<file path="config.mk">
export PLATFORM = sky130hd
export DESIGN_NAME = front_middle_back_queue_unit
export DESIGN_NICKNAME = d
export VERILOG_FILES = /design/src/rtl/fmbq_pkg.sv /design/src/rtl/fmbq_datapath.sv /design/src/rtl/fmbq_ctrl.sv /design/src/rtl/front_middle_back_queue_unit.sv
export SDC_FILE = /design/constraint.sdc
export NUM_CORES = 1
export LEC_CHECK = 0
export ABC_AREA = 1
export BUFFER_PORTS_ARGS = -buffer_cell sky130_fd_sc_hd__buf_2
export CAP_MARGIN = 10
export CELL_PAD_IN_SITES_DETAIL_PLACEMENT = 0
export CELL_PAD_IN_SITES_GLOBAL_PLACEMENT = 1
export CORE_MARGIN = 5
export CORE_UTILIZATION = 47
export DETAILED_ROUTE_END_ITERATION = 10
export PLACE_DENSITY_LB_ADDON = 0.1
export SETUP_SLACK_MARGIN = 0.4
export SYNTH_ARGS = -nofsm -noshare
export SYNTH_HDL_FRONTEND = slang
export SYNTH_SLANG_ARGS = --single-unit
</file>
<file path="constraint.sdc">
create_clock -name clk_i -period 8.02 [get_ports clk_i]
set_clock_uncertainty 0.2 [all_clocks]
set_input_delay 1.604 -clock clk_i [delete_from_list [all_inputs] [get_ports clk_i]]
set_output_delay 1.604 -clock clk_i [all_outputs]
set_load 0.05 [all_outputs]
</file>
<file path="src/rtl/fmbq_pkg.sv">
// Shared types and constants for the front/middle/back queue.
`timescale 1ns / 1ps
`default_nettype none

package fmbq_pkg;

  localparam int CAPACITY = 16;
  localparam int IDX_W    = $clog2(CAPACITY);
  localparam int CNT_W    = $clog2(CAPACITY + 1);
  localparam int OP_W     = 3;
  localparam int VAL_W    = 32;
  localparam int STAT_W   = 2;
  localparam int OCC_W    = 5;

  typedef enum logic [OP_W-1:0] {
    OP_PUSH_FRONT  = 3'd0,
    OP_PUSH_MIDDLE = 3'd1,
    OP_PUSH_BACK   = 3'd2,
    OP_POP_FRONT   = 3'd3,
    OP_POP_MIDDLE  = 3'd4,
    OP_POP_BACK    = 3'd5
  } op_e;

  typedef enum logic [STAT_W-1:0] {
    STAT_OK    = 2'd0,
    STAT_EMPTY = 2'd1,
    STAT_FULL  = 2'd2
  } status_e;

  typedef enum logic [1:0] {
    S_IDLE = 2'b01,
    S_EXEC = 2'b10
  } state_e;

  // Commands from the controller to the datapath.
  typedef struct packed {
    logic capture;  // latch the incoming request
    logic execute;  // apply the latched request, load the result register
  } cmd_t;

endpackage

`default_nettype wire

</file>
<file path="src/rtl/fmbq_datapath.sv">
// Queue storage, shift network, request latch and result register.
`timescale 1ns / 1ps
`default_nettype none

module fmbq_datapath (
  input  wire                                  clk_i,
  input  wire                                  rst_ni,
  input  wire fmbq_pkg::cmd_t                  cmd_i,
  input  wire logic [fmbq_pkg::OP_W-1:0]       op_i,
  input  wire logic signed [fmbq_pkg::VAL_W-1:0] push_value_i,
  output logic signed [fmbq_pkg::VAL_W-1:0]    pop_value_o,
  output logic [fmbq_pkg::STAT_W-1:0]          status_o,
  output logic [fmbq_pkg::OCC_W-1:0]           occupancy_o
);

  logic [fmbq_pkg::OP_W-1:0]         op_q;
  logic signed [fmbq_pkg::VAL_W-1:0] val_q;
  logic [fmbq_pkg::CNT_W-1:0]        count_q, count_d;
  logic signed [fmbq_pkg::VAL_W-1:0] entries_q [fmbq_pkg::CAPACITY];
  logic signed [fmbq_pkg::VAL_W-1:0] entries_d [fmbq_pkg::CAPACITY];

  logic signed [fmbq_pkg::VAL_W-1:0] res_value_q, res_value_d;
  logic [fmbq_pkg::STAT_W-1:0]       res_status_q, res_status_d;
  logic [fmbq_pkg::OCC_W-1:0]        res_occ_q;

  logic                       do_push, do_pop;
  logic [fmbq_pkg::CNT_W-1:0] pos;
  logic [fmbq_pkg::CNT_W-1:0] count_m1;
  logic                       full, empty;

  assign full     = (count_q == fmbq_pkg::CNT_W'(fmbq_pkg::CAPACITY));
  assign empty    = (count_q == '0);
  assign count_m1 = count_q - fmbq_pkg::CNT_W'(1);

  // Decode: where the change happens and whether it happens at all.
  always_comb begin
    do_push      = 1'b0;
    do_pop       = 1'b0;
    pos          = '0;
    res_value_d  = '0;
    res_status_d = fmbq_pkg::STAT_OK;
    unique case (op_q) inside
      fmbq_pkg::OP_PUSH_FRONT, fmbq_pkg::OP_PUSH_MIDDLE, fmbq_pkg::OP_PUSH_BACK: begin
        do_push = !full;
        if (full) res_status_d = fmbq_pkg::STAT_FULL;
        if (op_q == fmbq_pkg::OP_PUSH_MIDDLE)    pos = count_q >> 1;
        else if (op_q == fmbq_pkg::OP_PUSH_BACK) pos = count_q;
      end
      fmbq_pkg::OP_POP_FRONT, fmbq_pkg::OP_POP_MIDDLE, fmbq_pkg::OP_POP_BACK: begin
        do_pop = !empty;
        if (empty) begin
          res_value_d  = '1;
          res_status_d = fmbq_pkg::STAT_EMPTY;
        end
        if (op_q == fmbq_pkg::OP_POP_MIDDLE)    pos = count_m1 >> 1;
        else if (op_q == fmbq_pkg::OP_POP_BACK) pos = count_m1;
        if (!empty) res_value_d = entries_q[pos[fmbq_pkg::IDX_W-1:0]];
      end
      default: ;  // unused codes: no change
    endcase
  end

  // Per-entry select: hold, take left neighbor, take right neighbor, or new value.
  always_comb begin
    for (int i = 0; i < fmbq_pkg::CAPACITY; i++) begin
      entries_d[i] = entries_q[i];
      if (do_push) begin
        if (fmbq_pkg::CNT_W'(i) == pos)      entries_d[i] = val_q;
        else if (fmbq_pkg::CNT_W'(i) > pos)  entries_d[i] = entries_q[(i > 0) ? i - 1 : 0];
      end else if (do_pop) begin
        if (fmbq_pkg::CNT_W'(i) >= pos && i < fmbq_pkg::CAPACITY - 1)
          entries_d[i] = entries_q[i + 1];
      end
    end
  end

  always_comb begin
    count_d = count_q;
    if (do_push)     count_d = count_q + fmbq_pkg::CNT_W'(1);
    else if (do_pop) count_d = count_m1;
  end

  always_ff @(posedge clk_i or negedge rst_ni) begin
    if (!rst_ni) begin
      count_q <= '0;
    end else if (cmd_i.execute) begin
      count_q <= count_d;
    end
  end

  always_ff @(posedge clk_i) begin
    if (cmd_i.capture) begin
      op_q  <= op_i;
      val_q <= push_value_i;
    end
    if (cmd_i.execute) begin
      for (int i = 0; i < fmbq_pkg::CAPACITY; i++) entries_q[i] <= entries_d[i];
      res_value_q  <= res_value_d;
      res_status_q <= res_status_d;
      res_occ_q    <= fmbq_pkg::OCC_W'(count_d);
    end
  end

  assign pop_value_o = res_value_q;
  assign status_o    = res_status_q;
  assign occupancy_o = res_occ_q;

endmodule

`default_nettype wire

</file>
<file path="src/rtl/fmbq_ctrl.sv">
// Controller state machine: request capture, execution and result valid.
`timescale 1ns / 1ps
`default_nettype none

module fmbq_ctrl (
  input  wire            clk_i,
  input  wire            rst_ni,
  input  wire            in_valid_i,
  output logic           in_stall_o,
  output logic           out_valid_o,
  input  wire            out_stall_i,
  output fmbq_pkg::cmd_t cmd_o
);

  fmbq_pkg::state_e state_q, state_d;
  logic             out_valid_q, out_valid_d;
  logic             res_free;

  // Result register can take a new result if empty or being drained now.
  assign res_free = !out_valid_q || !out_stall_i;

  always_comb begin
    state_d       = state_q;
    cmd_o.capture = 1'b0;
    cmd_o.execute = 1'b0;
    unique case (state_q)
      fmbq_pkg::S_IDLE: begin
        if (in_valid_i) begin
          cmd_o.capture = 1'b1;
          state_d       = fmbq_pkg::S_EXEC;
        end
      end
      fmbq_pkg::S_EXEC: begin
        if (res_free) begin
          cmd_o.execute = 1'b1;
          state_d       = fmbq_pkg::S_IDLE;
        end
      end
      default: state_d = fmbq_pkg::S_IDLE;
    endcase
  end

  always_comb begin
    out_valid_d = out_valid_q;
    if (cmd_o.execute)                   out_valid_d = 1'b1;
    else if (out_valid_q && !out_stall_i) out_valid_d = 1'b0;
  end

  always_ff @(posedge clk_i or negedge rst_ni) begin
    if (!rst_ni) begin
      state_q     <= fmbq_pkg::S_IDLE;
      out_valid_q <= 1'b0;
    end else begin
      state_q     <= state_d;
      out_valid_q <= out_valid_d;
    end
  end

  assign in_stall_o  = (state_q != fmbq_pkg::S_IDLE);
  assign out_valid_o = out_valid_q;

endmodule

`default_nettype wire

</file>
<file path="src/rtl/front_middle_back_queue_unit.sv">
// Top level of the front/middle/back queue of signed 32-bit values.
//
// Input channel: in_valid_i / in_stall_o carry one request (op_i, push_value_i).
//   A request is taken at a rising edge with in_valid_i high and in_stall_o low.
//   op_i: push front/middle/back, pop front/middle/back; codes 6 and 7 are no-ops.
// Output channel: out_valid_o / out_stall_i carry one result per request:
//   pop_value_o (popped value, -1 on empty pop, 0 otherwise), status_o
//   (ok, pop on empty, push dropped on full) and occupancy_o after the request.
// Requests: a new request is not taken until the previous one is applied; the
//   controller latches a request, then applies it to the entry registers once
//   the result register is free, and the single request latch holds one request at a time.
// Storage: CAPACITY entry registers, each loading from its left neighbor,
//   its right neighbor, itself or the pushed value, so any operation is one
//   register update.
// Reset: count and handshake state clear; the entry registers are not reset.
// Stall: a result waits in the output register while out_stall_i is high; the
//   next request is still latched, and is applied once the result is taken.
`timescale 1ns / 1ps
`default_nettype none

module front_middle_back_queue_unit (
  input  wire                                    clk_i,
  input  wire                                    rst_ni,
  input  wire                                    in_valid_i,
  output logic                                   in_stall_o,
  input  wire logic [fmbq_pkg::OP_W-1:0]         op_i,
  input  wire logic signed [fmbq_pkg::VAL_W-1:0] push_value_i,
  output logic                                   out_valid_o,
  input  wire                                    out_stall_i,
  output logic signed [fmbq_pkg::VAL_W-1:0]      pop_value_o,
  output logic [fmbq_pkg::STAT_W-1:0]            status_o,
  output logic [fmbq_pkg::OCC_W-1:0]             occupancy_o
);

  fmbq_pkg::cmd_t cmd;

  // Sequencing: capture, then execute once the result register is free.
  fmbq_ctrl u_ctrl (
    .clk_i       (clk_i),
    .rst_ni      (rst_ni),
    .in_valid_i  (in_valid_i),
    .in_stall_o  (in_stall_o),
    .out_valid_o (out_valid_o),
    .out_stall_i (out_stall_i),
    .cmd_o       (cmd)
  );

  // Entry registers, count and result register.
  fmbq_datapath u_datapath (
    .clk_i        (clk_i),
    .rst_ni       (rst_ni),
    .cmd_i        (cmd),
    .op_i         (op_i),
    .push_value_i (push_value_i),
    .pop_value_o  (pop_value_o),
    .status_o     (status_o),
    .occupancy_o  (occupancy_o)
  );

endmodule

`default_nettype wire

</file>
==> results.yml <==
cts:
  h-tree-depth: 3
  cts-root-buf: "clkbuf_16"
  hold_buffers: 0
  path_clk_slew_ns: 0.06
  clk_latency_ns: 0.62
  cts_buffers: 73
  cts_sinks: 594
  tritoncts: "yes"
  clockBufferDepth: 3
  cts-resized-gates: 0
  post-cts-setup-buffers: 0
logic_synthesis:
  netlist_instances: 5180
  ys_types: 31
  postSynthAreaPerCell_um2: 7.229
  ys.warnings.count: 0
  ys_seq_area_frac: 0.4753
  ys_top_cells_by_area: "edfxtp_1 (47%), nand3_1 (19%), nand2_1 (19%), inv_1 (6.0%), clkbuf_1 (3.0%)"
  synth_seq_cells: 594
  yosys.area.top_type: "edfxtp_1"
  syn-num-nets: 5221
  syn_area_mm2: 0.03744
  yosysTopAreaCellShare: 0.4699
drt:
  vias: 35630
  drt_iter0_markers: 4378
  detail_route.wl_per_cell_um: 22.60
  antenna_left: 0
  drtPass1Iterations: 5
  vias_per_cell: 5.847
  totalWireLength_um: 137700
  drc: 0
setup_path:
  worstPathRequired_ns: 8.19
  crit_type: "flop to flop"
  endpoint_kind: "flop"
  cp_max_fo: 162
  arrival_ns: 5.37
  cp-start-kind: "flop"
power:
  p_per_area_mw_per_mm2: 253.7
  fin_total_pwr_mw: 10.31
  ir_worst_vdd_v: 0.0001739
  leakage_nw: 18.95
layout:
  drive_gt1_frac: 0.06305
  mostFrequentLayoutCell: "nand2_1"
  diodes: 0
  area_growth_pct: 8.511
  fin_cells: 6094
  final_nets: 5031
  fin_util: 0.5143
  n_fill_cell: 7909
  final_cell_mix: "nand2_1 (1846), nand3_1 (1454), inv_1 (595)"
floorplan:
  initial_utilization: 0.4740
  die_area_mm2: 0.08541
  row_count: 103
  coreArea_mm2: 0.07900
  chipHeight_um: 292.3
  die_x_um: 292.3
  io-pin-count: 80
sta:
  final.setup.tns_ns: 0
  period_minus_slack_ns: 5.199
  slew_headroom: 0.1826
  finalCritPeriodShare: 0.6483
  maxClockFrequency_mhz: 192.3
  worst_slack_ns: 2.821
  rsz0062_at_grt: "no"
  hold_viol: 0
  tightest_slew_ns: 1.226
  final-max-slew-violation-count: 0
  setup_violations: 0
global_routing:
  grt_util_all_layers: 0.3122
  first_global_vias: 33360
  grt-ovfl-total: 0
  grt_max_degree: 192
  grt_pass1_wl_um: 211600
  grt_antenna_before_repair: 0
run_status:
  status: "finished clean"
placed_design:
  gp_congestion: 0.8675
  placedCellCount: 5965
  pre_cts_ws_ns: 2.692
  dp_hpwl_um: 79960
  port-buffer-count: 79
job:
  max_cap_viol_count: 0
min_path:
  hold_class: "flop to flop"
[synthesized netlist by cell type]
cell type  instances
dfrtp_1            7
nand2_2            5
a21oi_1            8
nand2_1         1855
nor2_2             4
clkinv_1           1
nor3_1             4
buf_4             11
inv_2             17
nor2_1            27
nor3_4             1
o21ai_0           45
clkbuf_1         299
a31oi_1            1
xor2_1             2
buf_6              2
o211ai_1           1
dfstp_2            1
o21ai_1           33
edfxtp_1         586
nor2_4             1
ha_1               2
o21bai_1           1
inv_1            595
nand4_1          101
buf_2             71
xnor2_1            1
nor3_2             1
buf_1             37
o22ai_1            3
nand3_1         1457
[cells by family (layout without fill, tap and decap cells)]
| family | count (synthesis) | in the layout | synth area share |
|---|---|---|---|
| flops | 594 | 594 | 0.4753 |
| fa+ha+maj | 2 | 2 | 0.0006682 |
| simple gates | 3456 | 3456 | 0.4033 |
| buf+inv | 1033 | 897 | 0.1074 |
| compound gates | 92 | 92 | 0.01256 |
| xor+xnor | 3 | 3 | 0.0007018 |
[registers in the layout, summed over array words and instances, names as in the netlist]
| signal | flops |
|---|---|
| u_datapath.val_q | 32 |
| u_ctrl.out_valid_o | 1 |
| u_ctrl.state_q | 2 |
| u_datapath.status_o | 2 |
| u_datapath.count_q | 5 |
| u_datapath.pop_value_o | 32 |
| u_datapath.op_q | 3 |
| u_datapath.entries_q | 512 |
| u_datapath.occupancy_o | 5 |
[worst max-delay path, cell delays in order, from the launching register on]
cell	delay (ns)
dfrtp_1	0.41
inv_1	0.19
ha_1	0.28
inv_1	0.14
nand3_4	0.53
nand2_4	0.52
buf_12	0.71
buf_4	0.91
nand2_1	0.10
nand3_1	0.11
nand3_1	0.19
nand3_1	0.21
nand3_1	0.09
nand2_1	0.08
inv_1	0.05
[report_power, final]
part | internal (mW) | leakage (nW) | switching, mW | total (mW)
Combinational | 0.764 | 12.4 | 2.53 | 3.30
Clock | 1.89 | 1.10 | 1.38 | 3.27
Sequential | 3.66 | 5.43 | 0.0877 | 3.74
[layout make-up]
cell class | count | area [µm²] | area share
repair buffers | 155 | 1028 | 0.02531
multi-input cells | 3553 | 15900 | 0.3913
flip-flops and latches | 594 | 17800 | 0.4380
clock inverters | 27 | 207.7 | 0.005112
well taps | 1050 | 1314 | 0.03233
clock buffers | 102 | 2072 | 0.05099
inverters | 613 | 2311 | 0.05688
[through the flow]
step / cell area (µm²) / hold slack [ns]
after floorplan: 37450 / 0.2937
final: 40630 / 0.3357
after CTS: 40630 / 0.3316
after global placement: 38350 / 0.3261
after detailed placement: 38350 / 0.3301
after global routing: 40630 / 0.3513
[metal layers]
metal	vias to the layer above	wire [µm]	track usage
met1	16920	62630	0.4838
met3	167	15240	0.06801
met2	1950	57630	0.4539
li1	16590	-	-
met4	0	2196	0.05957
met5	-	0	0
[worst paths after layout]
| kind | from | endpoint | slack [ns] | depth (start not counted) |
|---|---|---|---|---|
| setup / recovery | u_datapath.count_q[0]$_DFFE_PN0P_ | u_datapath.pop_value_o[4]$_SDFFCE_PP0P_ | 2.82 | 14 |
| hold / removal | u_datapath.entries_q[5][29]$_DFFE_PP_ | u_datapath.entries_q[4][29]$_DFFE_PP_ | 0.34 | 2 |
| setup reg to reg | u_datapath.count_q[0]$_DFFE_PN0P_ | u_datapath.pop_value_o[4]$_SDFFCE_PP0P_ | 2.82 | 14 |
| hold reg to reg | u_datapath.entries_q[5][29]$_DFFE_PP_ | u_datapath.entries_q[4][29]$_DFFE_PP_ | 0.34 | 2 |
| max in group asynchronous | rst_ni | u_ctrl.state_q[0]$_DFFE_PN1P_ | 6.72 | 1 |
| min in group asynchronous | rst_ni | u_ctrl.out_valid_o$_DFFE_PN0P_ | 0.64 | 1 |
Note: power is estimated with default switching activity, not from simulation.
